## src/rtl/snx_pkg.sv

```systemverilog
package snx_pkg;

  localparam int PermEntries = 256;
  localparam int PermAw      = 8;
  localparam int FrontDepth  = 4;
  localparam int OutDepth    = 32;

  localparam logic FuncLoad   = 1'b0;
  localparam logic FuncSample = 1'b1;

  // corner sum limit before the x32 scale, and saturated outputs
  localparam logic [63:0] SumLimit = 64'd536870912;
  localparam logic [35:0] OutMax   = 36'h4_0000_0000;
  localparam logic [35:0] OutMin   = 36'hC_0000_0000;

  typedef struct packed {
    logic                    func;
    logic [PermAw-1:0]       perm_index;
    logic [7:0]              perm_value;
    logic [63:0]             coord_x;
    logic [63:0]             coord_y;
    logic [63:0]             coord_z;
  } item_t;

  typedef struct packed {
    logic  valid;
    item_t item;
  } issue_t;

endpackage

```

## src/rtl/snx_outq.sv

```systemverilog
// result queue; sized so credited issues never overflow it
module snx_outq (
  input  logic        clk_i,
  input  logic        rst_ni,
  input  logic        wr_i,
  input  logic [35:0] wdata_i,
  input  logic        pop,
  output logic        empty,
  output logic [35:0] rdata_o
);

  localparam int PtrW = $clog2(snx_pkg::OutDepth);
  localparam int CntW = $clog2(snx_pkg::OutDepth + 1);

  logic [35:0]     mem_q [snx_pkg::OutDepth];
  logic [PtrW-1:0] wptr_q, rptr_q;
  logic [CntW-1:0] cnt_q;
  logic            rd;

  assign empty   = (cnt_q == '0);
  assign rd      = pop & ~empty;
  assign rdata_o = mem_q[rptr_q];

  always_ff @(posedge clk_i or negedge rst_ni) begin
    if (!rst_ni) begin
      wptr_q <= '0;
      rptr_q <= '0;
      cnt_q  <= '0;
    end else begin
      if (wr_i) wptr_q <= wptr_q + 1'b1;
      if (rd)   rptr_q <= rptr_q + 1'b1;
      cnt_q <= cnt_q + CntW'(wr_i) - CntW'(rd);
    end
  end

  always_ff @(posedge clk_i) begin
    if (wr_i) begin
      mem_q[wptr_q] <= wdata_i;
    end
  end

endmodule

```

## config.mk

```make
export PLATFORM = sky130hd
export DESIGN_NAME = snx_outq
export DESIGN_NICKNAME = d
export VERILOG_FILES = /design/src/rtl/snx_pkg.sv /design/src/rtl/snx_outq.sv
export SDC_FILE = /design/constraint.sdc
export NUM_CORES = 1
export LEC_CHECK = 0
export ABC_AREA = 0
export BUFFER_PORTS_ARGS = -buffer_cell sky130_fd_sc_hd__buf_2
export CORE_ASPECT_RATIO = 1.75
export CORE_MARGIN = 10
export CORE_UTILIZATION = 30
export CTS_BUF_LIST = sky130_fd_sc_hd__clkbuf_2
export CTS_CLUSTER_SIZE = 20
export DETAILED_ROUTE_END_ITERATION = 6
export GPL_ROUTABILITY_DRIVEN = 0
export MAX_ROUTING_LAYER = met4
export PLACE_DENSITY = 0.52
export SLEW_MARGIN = 10
export SYNTH_ARGS = -nofsm -noshare
export SYNTH_HDL_FRONTEND = slang
export SYNTH_SLANG_ARGS = --single-unit
```

## constraint.sdc

```tcl
create_clock -name clk_i -period 12.65 [get_ports clk_i]
set_clock_uncertainty 0.15 [all_clocks]
set_input_delay 3.795 -clock clk_i [delete_from_list [all_inputs] [get_ports clk_i]]
set_output_delay 3.795 -clock clk_i [all_outputs]
set_load 0.03 [all_outputs]
```

After elaboration in Yosys (flattened, before gate mapping). Memories as Yosys holds them, arrays and structs flattened. Index checks and enable logic that the tools add are counted.

Bitwise logic cells: 2. Add/subtract/negate cells: 4. Mux-type cells: 2. Reductions and logical operators: 1.

Operator list (number): adder 5 x 1 -> 5 bit, second input constant (2); adder 6 x 1 -> 6 bit (1); logical NOT 6 bit (1); subtractor 6 x 1 -> 6 bit (1); two-way mux 1 bit (2); bitwise AND 1 bit (1); NOT 1 bit (1).

Register bits after elaboration: 16. Bits in writable memories: 1152. Memories: 1.

Memories: mem_q (depth 32, width 36, read ports 1, clocked after memory_dff 0, write ports 1, line snx_outq.sv:15) `logic [35:0] mem_q [snx_pkg::OutDepth];`.

Longest topological paths before layout. Gate-level depths: netlist (run 1).

Depth after elaboration: 4. Mapped depth: 14. Depth with buffers taken out: 13.

Least setup slack after synthesis (run 1). No wires, ideal clock.

Path kind: input-to-reg. From: input wr_i. To: memory mem_q[3][0], enable pin. Setup slack: 5.093 ns. Stages: 4. Buffers on the path: 1. Library setup time: 0.474 ns. Data arrival time: 6.933 ns. Required time: 12.026 ns. Cell sequence: clkbuf_1 > nand2_1 > or2_2 > nor3_1.

Word-level cells in the longest chain between the ends: 2.

Ends and longest elaborated chain: from (decl) (line snx_outq.sv:5) `input logic wr_i,`; two-way mux 1 bit (line snx_outq.sv:37) `if (wr_i) begin`; two-way mux 1 bit (not written as such) (line snx_outq.sv:38) `mem_q[wptr_q] <= wdata_i;`; to (decl) (line snx_outq.sv:15).

No other way between the ends.

Final worst setup path (run 1).
From: register rptr_q[1]. To: output rdata_o[32].

Word-level cells in the longest chain between the ends: 1.

Ends and longest elaborated chain: from (decl) (line snx_outq.sv:16) `logic [PtrW-1:0] wptr_q, rptr_q;`; from (signal assigned) (line snx_outq.sv:31) `if (rd) rptr_q <= rptr_q + 1'b1;`; memory read (32 x 36 bit); to (decl) (line snx_outq.sv:9) `output logic [35:0] rdata_o`.

No other way between the ends.

==> out/qor.yml, run 1 <==
path_max_fanout: 57
slowest_stage: "buf_4"
grt_max_degree: 90
ff2ff_path_depth: 5
cts_resized: 0
rows: 186
hold_viol: 0
die_h_um: 529
tightest_slew_ns: 1.23
final_area_mm2: 0.0496
die_w_um: 311
clkLatencyLatePin_ns: 1.61
whs_path_depth: 1
dp_cells: 4010
layout.nets: 2332
syn_to_final_growth_pct: 11.6
layout_common_cells: "edfxtp_1, clkbuf_2, mux4_2"
rrSetupSlack_ns: 9.24
antenna_found_initial: 7
period_needed_ns: 9.52
cts_root_buffer: "clkbuf_2"
worstSetupPathType: "reg -> out"
finalHoldWorstSlack_ns: 0.437
via_per_inst: 4.97
io_buffers: 76
drtIter0Drc: 1853
clock-sinks: 1168
rsz0062_at_grt: "no"
setup_viol: 0
drc: 0
max_stage_delay_ns: 0.76
syn_nets: 2070
placed_area_mm2: 0.0475
synth_ff_type: "edfxtp_1"
wire_per_inst_um: 26.9
crit_required_ns: 8.70
clock_path_buffers: 3
slew_viol_final: 0
core_area_mm2: 0.147
syn_avg_cell_area_um2: 22.1
overflow: 0
synth_cell_types: 41
synth_edf_count: 1152
yosys_warnings: 0
dieArea_mm2: 0.165
path_cells: "buf_4, buf_4, mux4_2, a22o_1, a211oi_1, a21oi_1, buf_2"
dr.pass1.iters: 5
end_kind: "primary output"
crit_top_cell: "buf_4"
fin_cells: 4437
post-dp-hpwl_mm: 65.3
grt_pass1_vias: 23789
fin_crit_sh_pct: 75.3
postCtsHoldBufs: 0
layout-drive-gt1-share_pct: 30.7
grt_pass1_wl_mm: 169
numCtsBuffers: 240
r2r_end: "mem_q[24][30]$_DFFE_PP_"
cts_max_level: 4
cap_violations: 0
cts_tree: "built"
syn_inst: 2016
syn_area_mm2: 0.0445
status: "finished, final reports clean"
synth_seq_cells: 1168
start_util_pct: 30.2
routed_wl_mm: 119
clk_pin_slew_ns: 0.11
max_freq_ghz: 0.105
rr_startpoint: "wptr_q[0]$_DFFE_PN0P_"
synthArstFlopShare_pct: 1.37
synth-seq-area-share_pct: 78.7
holdPathEnd: "wptr_q[0]$_DFFE_PN0P_"
ant_nets: 0
vias: 22037
power_density_mw_per_mm2: 205
crit_path_start_kind: "flip-flop"
grt_usage_pct: 14.7
p_leak_nw: 15.8
slew_headroom_pct: 17.7
final_common_cell: "edfxtp_1"
hold_start: "wptr_q[0]$_DFFE_PN0P_"
arrival_ns: 5.58
finalSetupTns_ns: 0
io_pins: 77
hp-class: "reg -> reg"
ir_worst_vdd_mv: 0.164
cts_setup_buffers: 0
## state kept, by name, indices dropped and copies added, names as in the netlist
register,cells
cnt_q,6
mem_q,1152
rptr_q,5
wptr_q,5
## layer usage
layer | GRT usage (%) | share of wire (%)
met1 | 15.4 | 37
met2 | 27.2 | 56
met3 | 2.62 | 4.4
met4 | 5.58 | 3.2
met5 | - | 0
## where the power goes
part           switching, W  internal, W  total [W]
clock network       0.00143     0.000776    0.00221
logic               0.00206      0.00124    0.00330
registers          0.000159      0.00450    0.00466
total               0.00365      0.00652     0.0102
## synth_stat cells, drive strengths merged (13+ instances only)
| master | instances | area share [%] |
|---|---|---|
| a22oi | 36 | 0.61 |
| edfxtp | 1152 | 78 |
| dfrtp | 16 | 0.90 |
| o22ai | 35 | 0.49 |
| nor2 | 24 | 0.20 |
| mux4 | 215 | 11 |
| inv | 16 | 0.14 |
| o221ai | 38 | 0.75 |
| a22o | 35 | 0.69 |
| a211oi | 70 | 1.2 |
| clkbuf | 49 | 0.41 |
| ha | 13 | 0.37 |
| mux2i | 146 | 3.3 |
| buf | 69 | 0.95 |
| a21oi | 39 | 0.44 |
## layout make-up
class | count | area, um2
Fill cell | 14042 | 97500
Sequential cell | 1168 | 35000
Multi-Input combinational cell | 714 | 9060
Tap cell | 1974 | 2470
Clock buffer | 324 | 1620
Timing Repair Buffer | 138 | 871
Clock inverter | 97 | 518
Inverter | 16 | 60.1
Antenna cell | 6 | 15.0
## cells by family after synthesis
logic type	count (synthesis)	share of synthesized area (%)
and+or+nand+nor	66	0.706
AOI/OAI and AO/OA	262	4.30
buffers and inverters	134	1.50
adders and majority gates	14	0.411
xor gates and xnor gates	9	0.177
muxes	363	14.2
DFF	1168	78.7
## worst max-delay path, delay by kind of cell, from the launching register on
| kind | cells | cell delay, ns |
|---|---|---|
| DFF | 1 | 0.66 |
| AOI/OAI and AO/OA | 3 | 0.93 |
| muxes | 1 | 0.34 |
| buffers and inverters | 3 | 1.84 |
## through the flow
step | power (W) | setup WS [ns] | utilization, %
2_1_floorplan | 0.00697 | 5.09 | -
3_3_place_gp | 0.00809 | 4.76 | 32.3
4_1_cts | 0.0104 | 2.78 | 33.7
6_report | 0.0102 | 3.13 | 33.7
3_5_place_dp | 0.00814 | 4.74 | 32.3
5_1_grt | 0.0107 | 2.85 | 33.7
## worst max-delay path by stage
stage | start | end | slack (ns) | depth (start not counted)
CTS | rptr_q[1]$_DFFE_PN0P_ | rdata_o[32] | 2.78 | 7
global route | rptr_q[1]$_DFFE_PN0P_ | rdata_o[32] | 2.85 | 7
global placement | rptr_q[1]$_DFFE_PN0P_ | rdata_o[32] | 4.76 | 7
detailed placement | rptr_q[1]$_DFFE_PN0P_ | rdata_o[32] | 4.74 | 7
finish | rptr_q[1]$_DFFE_PN0P_ | rdata_o[32] | 3.13 | 7
floorplan | wr_i | mem_q[3][0]$_DFFE_PP_ | 5.09 | 4
Power figures use the tool's default switching activity.
==> run 2: changes to the inputs <==
- clock period: 12.65 -> 9.34 ns (I/O delays scaled with it)
==> run 2 against run 1 <==
  * Global-route usage rose by 0.22 points
  * Non-clock buffer count up 2
  * Register-to-register slack got worse by 3.3 ns
  * Clock power grew 33%
  * Via count rose by 0.26%
==> out/qor.yml, run 2 (synthesis gave the netlist of run 1 again) <==
layout.nets: 2325  # -0.30%
arrival_ns: 4.90  # -0.68 ns
via_per_inst: 4.96  # -0.12%
r2r_end: "mem_q[23][4]$_DFFE_PP_"
overflow: 0  # unchanged
syn_to_final_growth_pct: 11.7
crit_required_ns: 6.39  # -2.31 ns
ant_nets: 0  # unchanged
start_util_pct: 30.2  # unchanged
routed_wl_mm: 121  # +1.7%
clock-sinks: 1168  # unchanged
finalSetupTns_ns: 0  # unchanged
layout_common_cells: "edfxtp_1, clkbuf_2, mux4_2"
largest_register_ffs: 1152  # unchanged
fill_cells: 14049  # +0.050%
setup_viol: 0  # unchanged
clk_pin_slew_ns: 0.11  # about the same
antenna_found_initial: 12  # +5
hp-class: "reg -> reg"
clkLatencyLatePin_ns: 1.44  # -0.17 ns
dr.pass1.iters: 5  # unchanged
rrSetupSlack_ns: 5.98  # -3.26 ns
grt_usage_pct: 14.9  # +0.22 points
numCtsBuffers: 231  # -3.8%
worstSetupPathType: "reg -> out"
slew_headroom_pct: 29.4  # +12 points
p_leak_nw: 15.9  # about the same
rr_startpoint: "wptr_q[2]$_DFFE_PN0P_"
ff2ff_path_depth: 3  # -2
crit_path_start_kind: "flip-flop"
grt_pass1_wl_mm: 172  # +1.3%
placed_area_mm2: 0.0476  # +0.19%
io_pins: 77  # unchanged
status: "finished, final reports clean"
top_regs: "mem_q: 1152 flops, cnt_q: 6 flops"
multiInputGateArea_mm2: 0.00906  # unchanged
cts_setup_buffers: 0  # unchanged
post-dp-hpwl_mm: 65.3  # about the same
grt_pass1_vias: 24038  # +1.0%
seq_area_mm2: 0.0350  # unchanged
clock_path_buffers: 3  # unchanged
hold_start: "wptr_q[0]$_DFFE_PN0P_"
postCtsHoldBufs: 0  # unchanged
path_max_fanout: 128  # +120%
max_freq_ghz: 0.127
final_area_mm2: 0.0497  # +0.16%
cts_tree: "built"
die_h_um: 529  # unchanged
drc: 0  # unchanged
wire_per_inst_um: 27.2  # +1.4%
power_density_mw_per_mm2: 277  # +35%
top_register: "mem_q"
slew_viol_final: 0  # unchanged
period_needed_ns: 7.85
ir_worst_vdd_mv: 0.206  # +25%
tightest_slew_ns: 1.06  # -0.172 ns
final_common_cell: "edfxtp_1"
holdPathEnd: "wptr_q[0]$_DFFE_PN0P_"
vias: 22095  # +0.26%
whs_path_depth: 1  # unchanged
grt_max_degree: 129  # +43%
dieArea_mm2: 0.165  # unchanged
fin_crit_sh_pct: 84.1
die_w_um: 311  # unchanged
end_kind: "primary output"
core_area_mm2: 0.147  # unchanged
cts_root_buffer: "clkbuf_2"
layout-drive-gt1-share_pct: 30.1  # -0.62 points
cts_max_level: 4  # unchanged
drtIter0Drc: 1618  # -13%
cap_violations: 0  # unchanged
rows: 186  # unchanged
io_buffers: 76  # unchanged
rsz0062_at_grt: "no"
cts_resized: 0  # unchanged
hold_viol: 0  # unchanged
## run 2: how the worst max path moves through the flow
| stage | start | end | slack [ns] | cells after the start |
|---|---|---|---|---|
| after floorplan | wr_i | mem_q[3][0]$_DFFE_PP_ | 2.78 | 4 |
| after CTS | rptr_q[1]$_DFFE_PN0P_ | rdata_o[33] | 1.20 | 6 |
| final | rptr_q[1]$_DFFE_PN0P_ | rdata_o[33] | 1.49 | 6 |
| after global routing | rptr_q[0]$_DFFE_PN0P_ | rdata_o[2] | 1.20 | 6 |
| after detailed placement | rptr_q[1]$_DFFE_PN0P_ | rdata_o[33] | 2.98 | 6 |
| after global placement | rptr_q[1]$_DFFE_PN0P_ | rdata_o[33] | 2.88 | 6 |
## run 2: final cells by class
type | instances | share of cell area (%)
multi-input cells | 714 | 18.2
repair buffers | 140 | 1.93
inverters | 16 | 0.121
diodes | 9 | 0.0453
flip-flops and latches | 1168 | 70.4
well taps | 1974 | 4.97
clock buffers | 305 | 3.07
clock inverters | 128 | 1.20
## run 2: power by group
group / internal (W) / leakage [nW] / total (W) / switching (W)
combinational: 0.00172 / 3.71 / 0.00447 / 0.00275
clock: 0.000981 / 1.58 / 0.00293 / 0.00195
sequential: 0.00610 / 10.6 / 0.00637 / 0.000274
## run 2: per-layer routing
metal  up-vias  wire, um  track usage [%]  part of all wire, %
li1       9253         -                -                    -
met1     11865     42800             15.1                   35
met2       713     68200             27.8                   56
met3       264      5860             2.73                  4.8
met4         0      4450             6.35                  3.7
met5         -         0                -                    0
## run 2: worst max-delay path, stage by stage (launching register included)
cell and delay (ns):
dfrtp_4 0.98, buf_12 0.69, mux4_2 0.35, a22o_1 0.14
a211oi_1 0.07, a21oi_1 0.68, buf_2 0.34
## run 2: per-stage QoR
step	hold slack [ns]	total power (W)	utilization (%)	std cells	setup slack, ns
floorplan	0.361	0.00944	-	2016	2.78
global placement	0.394	0.0110	32.3	4012	2.88
detailed placement	0.410	0.0111	32.3	4012	2.98
CTS	0.431	0.0140	33.8	4445	1.20
global route	0.472	0.0144	33.8	4454	1.20
finish	0.432	0.0138	33.8	4454	1.49
==> run 3: changes to the inputs <==
- PLACE_DENSITY: 0.52 -> 0.54
- clock period: 9.34 -> 6.3 ns (I/O delays scaled with it)
==> run 3 against run 2 <==
  * Critical path depth is 2 higher
  * Die area is the same
  * First-iteration DRC count increased by 13%
  * Via count rose by 1.8%
  * Non-clock buffer count grew 57
  * Worst setup slack lost 1.3 ns
  * Sequential cell count stayed put
  * Clock power rose by 57%
  * Wire length grew 3.0%
  * Final area is 2.5% higher
  * Power increased by 56%
==> out/qor.yml, run 3 (synthesis gave the netlist of run 1 again) <==
status: "finished, final reports clean"
grt_max_degree: 64  # -50%
crit_path_start_kind: "flip-flop"
end_kind: "primary output"
hp-class: "reg -> reg"
seqPwrFrac_pct: 43.3  # -3.0 points
numCtsBuffers: 241  # +4.3%
place_ws_ns: 1.28  # -1.70 ns
dr.pass1.iters: 5  # unchanged
path_max_fanout: 22  # -83%
drtIter0Drc: 1826  # +13%
critPathBufInv: 4  # +2
die_h_um: 529  # unchanged
wire_per_inst_um: 27.7  # +1.6%
io_pins: 77  # unchanged
crit_top_cell: "buf_16"
layout.nets: 2393  # +2.9%
overflow: 0  # unchanged
clock_path_buffers: 3  # unchanged
tightest_slew_ns: 1.11  # +0.0588 ns
max_freq_ghz: 0.164
crit_required_ns: 4.26  # -2.13 ns
io_buffers: 76  # unchanged
cts_root_buffer: "clkbuf_2"
clk_pin_slew_ns: 0.12  # about the same
fill_cells: 13933  # -0.83%
grt_pass1_vias: 24173  # +0.56%
pwr-share-comb_pct: 35.4  # +2.9 points
rows: 186  # unchanged
clock-sinks: 1168  # unchanged
p_leak_nw: 16.5  # +3.8%
setup_viol: 0  # unchanged
max_stage_delay_ns: 0.53  # -0.45 ns
cap_violations: 0  # unchanged
slew_headroom_pct: 25.3  # -4.2 points
via_per_inst: 4.98  # +0.42%
post-dp-hpwl_mm: 67.7  # +3.6%
die_w_um: 311  # unchanged
routed_wl_mm: 125  # +3.0%
intPower_w: 0.0138  # +57%
finalSetupTns_ns: 0  # unchanged
arrival_ns: 4.05  # -0.85 ns
dieArea_mm2: 0.165  # unchanged
grt_usage_pct: 15.4  # +0.46 points
start_util_pct: 30.2  # unchanged
hold_viol: 0  # unchanged
cts_tree: "built"
final_area_mm2: 0.0509  # +2.5%
ir_worst_vdd_mv: 0.290  # +41%
placed_area_mm2: 0.0479  # +0.80%
fin_crit_sh_pct: 96.6
syn_to_final_growth_pct: 14.5
vias: 22497  # +1.8%
p_switching_w: 0.00772  # +55%
final_util_pct: 34.6  # +0.84 points
critical_path.top_delay_family: "buffers and inverters"
top_regs: "mem_q: 1152 flops, cnt_q: 6 flops"
swShare_pct: 35.8  # -0.29 points
final_common_cell: "edfxtp_1"
clkLatencyLatePin_ns: 1.62  # +0.18 ns
power_density_mw_per_mm2: 423  # +53%
slowest_stage: "mux4_2"
timing.final.ws_setup_ns: 0.213  # -1.28 ns
antenna_found_initial: 13  # +1
largest_register_ffs: 1152  # unchanged
grt_pass1_wl_mm: 176  # +2.6%
path_cells: "buf_12, buf_16, buf_16, mux4_2, a22o_1, a211oi_1, a21oi_1, buf_4"
clkPwrFrac_pct: 21.4  # about the same
top_register: "mem_q"
core_area_mm2: 0.147  # unchanged
layout-drive-gt1-share_pct: 33.1  # +3.0 points
drc: 0  # unchanged
worstSetupPathType: "reg -> out"
ant_nets: 0  # unchanged
layout_common_cells: "edfxtp_1, clkbuf_2, mux4_2"
period_needed_ns: 6.09
cts_max_level: 4  # unchanged
slew_viol_final: 0  # unchanged
run 3: layer usage:
layer  up-vias  part of all wire [%]  global-route usage (%)
met5         -                     0                       -
met3       220                   4.9                    2.86
li1       9414                     -                       -
met2       758                    55                    28.1
met4         0                   3.3                    5.95
met1     12105                    36                    16.2
run 3: area by class of cell:
type                            count  area [um2]  area share (%)
Clock inverter                     99         578            1.13
Timing Repair Buffer              197        1980            3.89
Antenna cell                       14        35.0          0.0688
Multi-Input combinational cell    715        9140            17.9
Tap cell                         1974        2470            4.85
Sequential cell                  1168       35000            68.7
Inverter                           16        60.1           0.118
Clock buffer                      333        1670            3.27
run 3: timing repair:
action                     CTS  global route
setup endpoints to repair   36             2
hold buffers                 1             0
gates cloned                 7             1
pin swaps                    3             0
setup buffers               30             0
hold endpoints to repair    16             0
resized for setup           34             0
run 3: power groups by stage:
stage	clock, W	sequential [W]	combinational (W)
2_1_floorplan	0	0.00931	0.00468
3_5_place_dp	0	0.00952	0.00707
5_1_grt	0.00511	0.00936	0.00808
4_1_cts	0.00477	0.00932	0.00780
6_report	0.00460	0.00932	0.00761
3_3_place_gp	0	0.00949	0.00701
run 3: through the flow:
step | hold WS (ns) | power [W] | cells
6_report | 0.439 | 0.0215 | 4516
3_3_place_gp | 0.390 | 0.0165 | 4031
3_5_place_dp | 0.410 | 0.0166 | 4031
2_1_floorplan | 0.361 | 0.0140 | 2016
4_1_cts | 0.260 | 0.0219 | 4501
5_1_grt | 0.373 | 0.0226 | 4516
run 3: final timing paths:
check / from / slack (ns) / cells past startpoint / endpoint
max reg2reg: cnt_q[2]$_DFF_PN0_ / 2.89 / 11 / cnt_q[5]$_DFF_PN0_
max in group asynchronous: rst_ni / 4.90 / 2 / rptr_q[2]$_DFFE_PN0P_
max: rptr_q[0]$_DFFE_PN0P_ / 0.21 / 8 / rdata_o[25]
min: wptr_q[0]$_DFFE_PN0P_ / 0.44 / 1 / wptr_q[0]$_DFFE_PN0P_
min reg2reg: wptr_q[0]$_DFFE_PN0P_ / 0.44 / 1 / wptr_q[0]$_DFFE_PN0P_
min in group asynchronous: rst_ni / 0.62 / 2 / rptr_q[3]$_DFFE_PN0P_
